`config.mk`:
```
export PLATFORM = sky130hd
export DESIGN_NAME = bounded_ordered_list_engine
export DESIGN_NICKNAME = d
export VERILOG_FILES = /design/src/bole_pkg.sv /design/src/bounded_ordered_list_engine.sv /design/src/bole_cell.sv
export SDC_FILE = /design/constraint.sdc
export NUM_CORES = 1
export LEC_CHECK = 0
export ABC_AREA = 1
export BUFFER_PORTS_ARGS = -buffer_cell sky130_fd_sc_hd__buf_2
export CORE_MARGIN = 2
export CORE_UTILIZATION = 43
export DETAILED_ROUTE_END_ITERATION = 12
export PLACE_DENSITY = 0.58
export SETUP_SLACK_MARGIN = 0.15
export SLEW_MARGIN = 10
export SYNTH_ARGS = -nofsm -noshare
export SYNTH_HDL_FRONTEND = slang
export SYNTH_HIERARCHICAL = 1
export SYNTH_SLANG_ARGS = --single-unit
```
`constraint.sdc`:
```
create_clock -name clk -period 5.66 [get_ports clk]
set_input_delay 0.849 -clock clk [delete_from_list [all_inputs] [get_ports clk]]
set_output_delay 0.849 -clock clk [all_outputs]
set_load 0.05 [all_outputs]
```
`src/bole_pkg.sv`:
```
// Package with types, codes and sizes shared by the ordered list engine.
`timescale 1ns / 1ps
package bole_pkg;

  // Number of entries the list can hold.
  localparam int CAPACITY = 16;
  // Width of the internal entry count, wide enough to hold CAPACITY itself.
  localparam int CNT_W = $clog2(CAPACITY + 1);

  // Command codes.
  localparam logic [1:0] OP_INS_FRONT = 2'd0;
  localparam logic [1:0] OP_INS_BACK  = 2'd1;
  localparam logic [1:0] OP_SEARCH    = 2'd2;
  localparam logic [1:0] OP_REMOVE    = 2'd3;

  // Status codes.
  localparam logic [1:0] ST_OK        = 2'd0;
  localparam logic [1:0] ST_FULL      = 2'd1;
  localparam logic [1:0] ST_NOT_FOUND = 2'd2;
  localparam logic [1:0] ST_EMPTY     = 2'd3;

  // One command transaction.
  typedef struct packed {
    logic [1:0]         op;
    logic signed [31:0] value;
  } cmd_t;

  // One result transaction.
  typedef struct packed {
    logic [1:0] status;
    logic       found;
    logic [3:0] position;
    logic [4:0] entry_count;
  } rsp_t;

  // Per-cycle shift control broadcast to every cell.
  typedef struct packed {
    logic ins_front;
    logic ins_back;
    logic remove;
  } cell_ctl_t;

endpackage

```
`src/bounded_ordered_list_engine.sv`:
```
// Top level of the bounded ordered list engine: a row of compare-and-shift cells.
//
//  Channel | Signals                      | Payload
//  --------+------------------------------+------------------------------------
//  command | cmd_valid, cmd_ready, cmd    | op, value
//  result  | rsp_valid, rsp_ready, rsp    | status, found, position, entry_count
//
// All cells compare and shift together for every command, and the result is
// registered, so one transaction per cycle is sustained while the result side
// drains. The first-match flag ripples combinationally through the cell row.
// Reset clears every occupancy flag and the count; entry payloads are not reset.
// A stalled result holds; a new command is taken only when the result register
// is empty or being drained in the same cycle.
`timescale 1ns / 1ps
module bounded_ordered_list_engine (
  input  logic           clk,
  input  logic           rst,
  input  logic           cmd_valid,
  output logic           cmd_ready,
  input  bole_pkg::cmd_t cmd,
  output logic           rsp_valid,
  input  logic           rsp_ready,
  output bole_pkg::rsp_t rsp
);
  import bole_pkg::*;

  logic signed [31:0] cell_value [CAPACITY];
  logic [CAPACITY-1:0] cell_valid;
  logic [CAPACITY-1:0] cell_hit;
  logic [CAPACITY-1:0] cell_first;
  logic [CNT_W-1:0]    held_count;
  logic [CNT_W-1:0]    held_count_next;
  logic                accept;
  logic                full;
  logic                empty;
  logic                any_hit;
  logic                is_insert;
  logic [3:0]          match_pos;
  cell_ctl_t           ctl;
  rsp_t                rsp_next;

  assign cmd_ready = !rsp_valid || rsp_ready;
  assign accept    = cmd_valid && cmd_ready;
  assign full      = cell_valid[CAPACITY-1];
  assign empty     = !cell_valid[0];
  assign any_hit   = cell_hit[CAPACITY-1];
  assign is_insert = (cmd.op == OP_INS_FRONT) || (cmd.op == OP_INS_BACK);

  // Shift control, applied only for a transaction that changes the list.
  always_comb begin
    ctl.ins_front = accept && (cmd.op == OP_INS_FRONT) && !full;
    ctl.ins_back  = accept && (cmd.op == OP_INS_BACK) && !full;
    ctl.remove    = accept && (cmd.op == OP_REMOVE) && any_hit;
  end

  // Row of cells; cell 0 is the front of the list.
  for (genvar i = 0; i < CAPACITY; i++) begin : g_cell
    logic signed [31:0] lv;
    logic               lval;
    logic signed [31:0] rv;
    logic               rval;
    logic               hin;

    if (i == 0) begin : g_front
      assign lv   = cmd.value;
      assign lval = 1'b1;
      assign hin  = 1'b0;
    end else begin : g_mid
      assign lv   = cell_value[i-1];
      assign lval = cell_valid[i-1];
      assign hin  = cell_hit[i-1];
    end

    if (i == CAPACITY - 1) begin : g_back
      assign rv   = cmd.value;
      assign rval = 1'b0;
    end else begin : g_inner
      assign rv   = cell_value[i+1];
      assign rval = cell_valid[i+1];
    end

    bole_cell u_cell (
      .clk         (clk),
      .rst         (rst),
      .ctl         (ctl),
      .key         (cmd.value),
      .left_value  (lv),
      .left_valid  (lval),
      .right_value (rv),
      .right_valid (rval),
      .hit_in      (hin),
      .value       (cell_value[i]),
      .valid       (cell_valid[i]),
      .hit_out     (cell_hit[i]),
      .first       (cell_first[i])
    );
  end

  // Encode the one-hot first-match vector into an index.
  always_comb begin
    match_pos = '0;
    for (int i = 0; i < CAPACITY; i++) begin
      if (cell_first[i]) begin
        match_pos = match_pos | 4'(i);
      end
    end
  end

  // Status, result fields and the next count.
  always_comb begin
    held_count_next      = held_count;
    rsp_next.status      = ST_OK;
    rsp_next.found       = 1'b0;
    rsp_next.position    = '0;
    if (is_insert) begin
      if (full) begin
        rsp_next.status = ST_FULL;
      end else begin
        held_count_next = held_count + CNT_W'(1);
      end
    end else if (empty) begin
      rsp_next.status = ST_EMPTY;
    end else if (!any_hit) begin
      rsp_next.status = ST_NOT_FOUND;
    end else begin
      rsp_next.found    = 1'b1;
      rsp_next.position = match_pos;
      if (cmd.op == OP_REMOVE) begin
        held_count_next = held_count - CNT_W'(1);
      end
    end
    rsp_next.entry_count = 5'(32'(held_count_next));
  end

  // Entry count register.
  always_ff @(posedge clk) begin
    if (rst) begin
      held_count <= '0;
    end else if (accept) begin
      held_count <= held_count_next;
    end
  end

  // Result register and its valid flag.
  always_ff @(posedge clk) begin
    if (rst) begin
      rsp_valid <= 1'b0;
    end else if (accept) begin
      rsp_valid <= 1'b1;
    end else if (rsp_ready) begin
      rsp_valid <= 1'b0;
    end
  end

  always_ff @(posedge clk) begin
    if (accept) begin
      rsp <= rsp_next;
    end
  end

endmodule

```
`src/bole_cell.sv`:
```
// One list cell: holds an entry, compares it with the key and shifts with its neighbors.
`timescale 1ns / 1ps
module bole_cell (
  input  logic                    clk,
  input  logic                    rst,
  input  bole_pkg::cell_ctl_t     ctl,
  input  logic signed [31:0]      key,
  input  logic signed [31:0]      left_value,
  input  logic                    left_valid,
  input  logic signed [31:0]      right_value,
  input  logic                    right_valid,
  input  logic                    hit_in,
  output logic signed [31:0]      value,
  output logic                    valid,
  output logic                    hit_out,
  output logic                    first
);
  import bole_pkg::*;

  logic match;

  // Match detection; the hit flag ripples toward the back of the list.
  assign match   = valid && (value == key);
  assign first   = match && !hit_in;
  assign hit_out = hit_in || match;

  // Entry payload: shift right on front insert, fill the boundary on back
  // insert, and close the gap from the right at and after the removed entry.
  always_ff @(posedge clk) begin
    priority if (ctl.ins_front) begin
      value <= left_value;
    end else if (ctl.ins_back && left_valid && !valid) begin
      value <= key;
    end else if (ctl.remove && hit_out) begin
      value <= right_value;
    end else begin
      value <= value;
    end
  end

  // Occupancy flag, moved along with the entry.
  always_ff @(posedge clk) begin
    if (rst) begin
      valid <= 1'b0;
    end else begin
      priority if (ctl.ins_front) begin
        valid <= left_valid;
      end else if (ctl.ins_back && left_valid && !valid) begin
        valid <= 1'b1;
      end else if (ctl.remove && hit_out) begin
        valid <= right_valid;
      end else begin
        valid <= valid;
      end
    end
  end

endmodule

```
; ---- Yosys cells after proc, flatten, opt, wreduce, memory -nomap -nowiden
; Index checks and enable logic that the tools add are counted.
; Widths: inputs -> output; s select.
[word_totals]
output_inout_bits = 14
elab_cells = 337
register_bits = 546
[classes]
muxes = 123
n_eq_ne = 18
addsub = 2
bitwise_logic = 2
n_reduce_logical = 154
[op_table]
columns = cell, n
row1 = $mux 32, 48
row2 = $eq 32x32->1, 16
row3 = $logic_and 1x1->1, 85
row4 = $mux 1, 52
row5 = $reduce_bool 3->1, 16
row6 = $logic_not 1->1, 32
row7 = $mux 4, 8
row8 = $mux 5, 6
row9 = $logic_or 1x1->1, 17
row10 = $mux 3, 4
row11 = $mux 2, 5
row12 = $add 5x1->5 const B, 1
row13 = $sub 5x1->5 const B, 1
row14 = $reduce_or 3->1, 1
row15 = $eq 2x1->1 const B, 1
row16 = $eq 2x2->1 const B, 1
row17 = $logic_not 2->1, 1
row18 = $not 1->1, 2
row19 = $reduce_bool 2->1, 1
row20 = $reduce_or 2->1, 1

; ---- Longest topological paths before layout
; Gate-level depths: netlist of the first run.
[depth]
word_depth = 22
depth_mapped = 48

; ---- Modules after synthesis
; Netlist of the first run, hierarchy kept.
[by_module_without_submodules]
columns = mod, area_per_inst_um2, cells_each, n_inst
row1 = bole_cell, 2302.2, 335, 16
row2 = bounded_ordered_list_engine, 927.1, 115, 1

; ---- Worst setup path after synthesis of the first run
; OpenSTA, ideal clock, no wires.
[synth_timing]
path_type = input to register
startpoint = input rsp_ready
endpoint = register g_cell[0].u_cell.value[0] (enable)
t_required_ps = 5270
stages = 6
setup_ps = 390
t_arrival_ps = 5822
path_slack_ps = -551
path_buffers = 0
cell_sequence = inv_1 -> nand2_1 -> nand2_2 -> nor3_1 -> nor2_1 -> nand2_1
[synth_lines]
columns = element, line_no
row1 = "start, declared", bounded_ordered_list_engine.sv:22  ; input logic rsp_ready,
row2 = "end signal, assigned", bole_cell.sv:31  ; value <= left_value;
row3 = "end signal, assigned", bole_cell.sv:33  ; value <= key;
row4 = "end signal, assigned", bole_cell.sv:35  ; value <= right_value;
row5 = "end, declared", bole_cell.sv:13  ; output logic signed [31:0] value,

==> impl_results.md, run 1 <==
- Status: completed
- Via count: 33600
- Die Width: 300 um
- Share of layout cells above drive strength 1: 0.0745
- Worst r2r src: g_cell[0].u_cell/value[18]$_DFFE_PP_
- Synth warn: 6
- RSZ-0062 raised after global routing: no
- Area delta synth->final: 10.3%
- FILL cells: 8754
- Worst Setup End Kind: flop
- Total global-route track usage: 0.247
- Initial Util: 0.435
- Pint: 7500 uW
- Worst Reg-to-Reg Cells: 41
- GRT Residual Overflow: 0
- Worst-margin pin slew: 1.16 ns
- Clk_lat worst skew: 0.62 ns
- Psw: 2880 uW
- Crit path depth: 42
- Max Clock Skew: 0.0263 ns
- Slowest CP cell: buf_4
- Setup TNS: 0 ns
- Fin util: 0.479
- H-tree depth: 3
- Slew Limit Headroom: 0.227
- Met2 Use GR: 0.403
- Area of the multi-input gates: 17500 um^2
- Die height: 300 um
- CP Max Fanout: 32
- Crit. Startpoint: cmd[20]
- Type of the worst min-delay path: reg -> reg
- Post-layout nets: 5541
- CTS buffer count: 68
- Mapped Area: 37800 um^2
- Row Count: 108
- Via density: 5.01
- Max Cap Viol: 0
- Hold_sp: rsp_valid$_SDFFE_PP0P_
- DR WL/cell: 16.8 um
- Largest net degree at the start of global routing: 66
- Critical Path RT: 5.94 ns
- DR DRC count: 0
- Final Critical Period: 4.71 ns
- Die ar.: 90200 um^2
- F_max: 212 MHz
- Clock Path Buffers: 3
- Power Dens Cells: 249 nW/um^2
- Setup crit start kind: primary input
- Comb pwr share: 0.139
- Final HPWL from detailed placement: 83.4 mm
- Initial antenna violation count: 7
- Critical path class: in -> reg
- Leak pwr: 0.0198 uW
- Net Sw Frac: 0.278
- CTS tree: yes
- Sequential Power Share: 0.474
- Cell mode on critical path: nand2_2
- First-pass GRT wire length: 177 mm
- PortBufs: 51
- Worst-path clk slew: 0.05 ns
- Clock power frac: 0.387
- Met3 Resource Use GR: 0.0361
- Peak supply drop: 0.214 mV
- Final max-slew violation count: 0
- RD Place Congestion: 0.853
- TritonCTS Sinks: 546
- Iter 0 DRT Violations: 3022
- Critical Path Max Stage Delay: 0.30 ns
- Core box area: 86900 um^2
- R2R setup slack: 1.07 ns
- Initial DRT Pass Iterations: 8
- Worst EP arrival: 4.99 ns
- CTS resizes: 0
- CP Capture Point: g_cell[1].u_cell/value[2]$_DFFE_PP_
- Syn Inst Count: 5474
- Setup Viol. Count Final: 0
- Hold buffer count at cts: 0
- Post-CTS Setup Bufs: 0
- Endpoints failing hold: 0
- Syn avg cell area: 6.90 um^2
- Ports: 52
- GR peak layer: met2
- Register area: 16200 um^2
- Crit share post-route: 0.832
- Final wirelength: 113 mm
- Post-route ant nets: 0
- Root buffer cell: clkbuf_16
- Bufs and invs on worst path: 18
- Cell family with the largest share of critical-path delay: simple AND/OR/NAND/NOR gates
- Vias in the first global route: 31300
- R2R Path End: g_cell[1].u_cell/value[2]$_DFFE_PP_
- GRT met1 Usage: 0.342
[area by class of cell]
| class | count | area share |
|---|---|---|
| Antenna cell | 2 | 0.000120 |
| Clock buffer | 88 | 0.0434 |
| Clock inverter | 26 | 0.00361 |
| Inverter | 865 | 0.0780 |
| Multi-Input combinational cell | 3857 | 0.420 |
| Sequential cell | 546 | 0.388 |
| Tap cell | 1155 | 0.0347 |
| Timing Repair Buffer | 163 | 0.0317 |
[worst min-delay path: stages (launching register included)]
cell and delay (ns):
dfxtp_1 0.31, nand2_1 0.11, a21oi_1 0.07
[power groups by stage]
stage,registers (uW),logic (uW),clock network [uW]
after floorplan,4950,928,0
after global placement,5000,1410,0
after detailed placement,5000,1440,0
after CTS,4920,1440,4120
after global routing,4950,1630,4240
final,4920,1440,4020
[registers in the layout (all words and copies together), names as in the netlist]
register             flops
g_cell.u_cell/valid     16
g_cell.u_cell/value    512
held_count               5
rsp                     12
rsp_valid                1
[how the worst min path moves through the flow]
stage / endpoint / slack (ns) / depth (start not counted)
after detailed placement: rsp_valid$_SDFFE_PP0P_ / 0.53 / 2
after floorplan: held_count[4]$_SDFFE_PP0N_ / 0.52 / 4
after global routing: rsp_valid$_SDFFE_PP0P_ / 0.59 / 2
after CTS: rsp_valid$_SDFFE_PP0P_ / 0.53 / 4
final: rsp_valid$_SDFFE_PP0P_ / 0.54 / 2
after global placement: rsp_valid$_SDFFE_PP0P_ / 0.52 / 2
[through the flow]
stage	hold slack, ns	instance area, um^2	instances	power [uW]	worst slack (ns)
3_3_place_gp	0.517	39700	6586	6410	0.318
2_1_floorplan	0.522	37800	5476	5870	0.477
3_5_place_dp	0.528	39700	6586	6440	0.335
4_1_cts	0.531	41600	6700	10500	0.962
6_report	0.539	41600	6702	10400	0.951
5_1_grt	0.591	41600	6700	10800	0.565
[cell usage in the layout, fill, tap and decap left out, types with 9 or more instances in the layout]
cell / count
xor2_1: 16
a21oi_1: 45
o21ai_0: 33
nor2_1: 726
nand4_2: 16
nand4_1: 32
a31oi_1: 512
or2_1: 17
buf_2: 51
nand3_2: 32
clkinv_1: 29
inv_2: 48
dfxtp_1: 22
nand2_1: 2095
clkbuf_16: 69
edfxtp_1: 524
buf_4: 94
clkbuf_1: 18
inv_1: 801
nand3_1: 56
buf_12: 18
o21ai_1: 32
nor2_2: 34
clkinv_2: 9
nand2_2: 34
xnor2_1: 144
or2_0: 16
[per-layer routing]
metal / vias to the layer above / share of wire / wire (um)
li1: 17400 / - / -
met1: 15200 / 0.46 / 51800
met2: 908 / 0.45 / 51100
met3: 147 / 0.059 / 6660
met4: 4 / 0.026 / 2980
met5: - / 0.00024 / 27
Power figures use the tool's default switching activity.
==> inputs of run 2 (changes only) <==
- clock period: 5.66 -> 4.3 ns (I/O delays scaled with it)
==> impl_results.md, run 2 (synthesis gave the netlist of run 1 again) <==
- Bufs and invs on worst path: 18
- Slew Limit Headroom: -0.00704
- Final max-slew violation count: 7
- Row Count: 108
- CTS buffer count: 67
- Post-CTS Setup Bufs: 0
- Met3 WL post-DR: 6.31 mm
- Critical Path RT: 4.57 ns
- Most frequent cells in the layout: nand2_1, inv_1, nor2_1
- Type of the worst min-delay path: in -> reg
- Setup TNS: 0 ns
- Final hold slack: 0.369 ns
- H-tree depth: 3
- Iter 0 DRT Violations: 2876
- Critical path class: reg -> reg
- Share of layout cells above drive strength 1: 0.101
- Critical Path Max Stage Delay: 0.51 ns
- Worst Reg-to-Reg Cells: 45
- Power Dens Cells: 325 nW/um^2
- Crit share post-route: 0.955
- Cell mode on critical path: nand2_2
- CTS tree: yes
- First-pass GRT wire length: 175 mm
- Ports: 52
- Most flop-heavy register: g_cell.u_cell/value
- Worst r2r src: g_cell[0].u_cell/value[21]$_DFFE_PP_
- Hold_sp: rsp_ready
- Setup WS pre-CTS: -0.294 ns
- Final instance area: 42900 um^2
- R2R Path End: g_cell[5].u_cell/value[15]$_DFFE_PP_
- RSZ-0062 raised after global routing: yes
- R2R setup slack: 0.19 ns
- Final HPWL from detailed placement: 84.8 mm
- Failing checks: capacitance limit, slew limit
- Largest regs: g_cell.u_cell/value (512), g_cell.u_cell/valid (16), rsp (12)
- Final setup margin: 0.193 ns
- Max Cap Viol: 1
- TritonCTS Sinks: 546
- Endpoints failing hold: 0
- Commonest non-fill, non-tap cell in the layout: nand2_1
- Via density: 4.95
- DR DRC count: 0
- Peak supply drop: 0.268 mV
- Max reg flops: 512
- GRT Residual Overflow: 0
- PortBufs: 51
- Core box area: 86900 um^2
- Hold Path Sink: rsp_valid$_SDFFE_PP0P_
- Initial Util: 0.435
- Status: complete, but fails checks
- Cells on Worst Hold Path: 4
- Via count: 33800
- Cell family with the largest share of critical-path delay: simple AND/OR/NAND/NOR gates
- RD Place Congestion: 0.862
- Setup Viol. Count Final: 0
- Placed instance area: 40700 um^2
- Worst-margin pin slew: 1.50 ns
- Die height: 300 um
- Worst Setup End Kind: flop
- Root buffer cell: clkbuf_16
- Worst-path clk slew: 0.06 ns
- Area delta synth->final: 13.7%
- Fin util: 0.494
- Clk_lat worst skew: 0.61 ns
- Die ar.: 90200 um^2
- F_max: 244 MHz
- Post-layout nets: 5660
- M1 wire length: 51.2 mm
- Top Layer Used: met5
- Final wirelength: 111 mm
- Die Width: 300 um
- Max Clock Skew: 0.0195 ns
- Final Critical Period: 4.11 ns
- CP Max Fanout: 32
- Vias in the first global route: 31800
- Slowest CP cell: edfxtp_1
- Initial antenna violation count: 8
- Clock Path Buffers: 3
- Post-route ant nets: 0
- Worst EP arrival: 4.38 ns
- Total global-route track usage: 0.244
- Routed wl met2: 50.0 mm
- Initial DRT Pass Iterations: 6
- Hold buffer count at cts: 0
- Setup crit start kind: flop
- Leak pwr: 0.0204 uW
- Largest net degree at the start of global routing: 51
- DR WL/cell: 16.3 um
==> run 2: changes by cell type in the layout (fill, tap and decap cells not counted), sizes merged <==
cell,delta
diode,+1
inv,-3
nand2,+7
buf,+113
clkbuf,+2
bufinv,+1
clkinv,+3
==> run 2: worst max path at each step <==
stage,startpoint,slack [ns],to,depth (start not counted)
finish,g_cell[0].u_cell/value[21]$_DFFE_PP_,0.19,g_cell[5].u_cell/value[15]$_DFFE_PP_,45
detailed placement,cmd[21],-0.29,g_cell[1].u_cell/value[17]$_DFFE_PP_,46
global placement,cmd[21],-0.31,g_cell[1].u_cell/value[17]$_DFFE_PP_,46
global route,g_cell[0].u_cell/value[21]$_DFFE_PP_,-0.17,g_cell[4].u_cell/value[8]$_DFFE_PP_,45
floorplan,cmd[21],0.09,g_cell[11].u_cell/value[0]$_DFFE_PP_,44
CTS,g_cell[0].u_cell/value[28]$_DFFE_PP_,0.16,g_cell[2].u_cell/value[15]$_DFFE_PP_,44
==> run 2: report_power, final <==
group	total, uW	switching [uW]	internal [uW]
logic	1970	1260	709
registers	6470	267	6200
clock network	5500	2280	3220
total	13900	3810	10100
==> run 2: timing repair <==
| action | 4_1_cts | 5_1_grt |
|---|---|---|
| gates cloned | 2 | 5 |
| endpoints found under the setup margin | 28 | 542 |
| pin swaps | 0 | 0 |
| gates resized for setup | 2 | 7 |
==> run 2: final cells by class <==
| class | count | area (um^2) |
|---|---|---|
| clock inverters | 27 | 166 |
| fillers | 8677 | 44000 |
| well taps | 1155 | 1450 |
| diodes | 3 | 7.51 |
| flip-flops and latches | 546 | 16200 |
| repair buffers | 276 | 2070 |
| inverters | 865 | 3250 |
| multi-input cells | 3864 | 17900 |
| clock buffers | 90 | 1910 |
==> run 2: metrics by stage <==
stage | cells | power (uW)
global placement | 6699 | 8490
global route | 6823 | 14500
detailed placement | 6699 | 8530
finish | 6826 | 13900
floorplan | 5476 | 7750
CTS | 6818 | 14000
==> run 2: metal layers <==
metal | up-vias | global-route usage
met5 | - | 0
met2 | 870 | 0.393
met4 | 6 | 0.0832
met1 | 15100 | 0.336
met3 | 177 | 0.0340
li1 | 17600 | -
==> run 2: worst register-to-register path: cells and delay by family (launching register included) <==
kind	cells	cell delay, ns
buffers and inverters	18	0.92
DFF	1	0.51
and+or+nand+nor	27	2.34
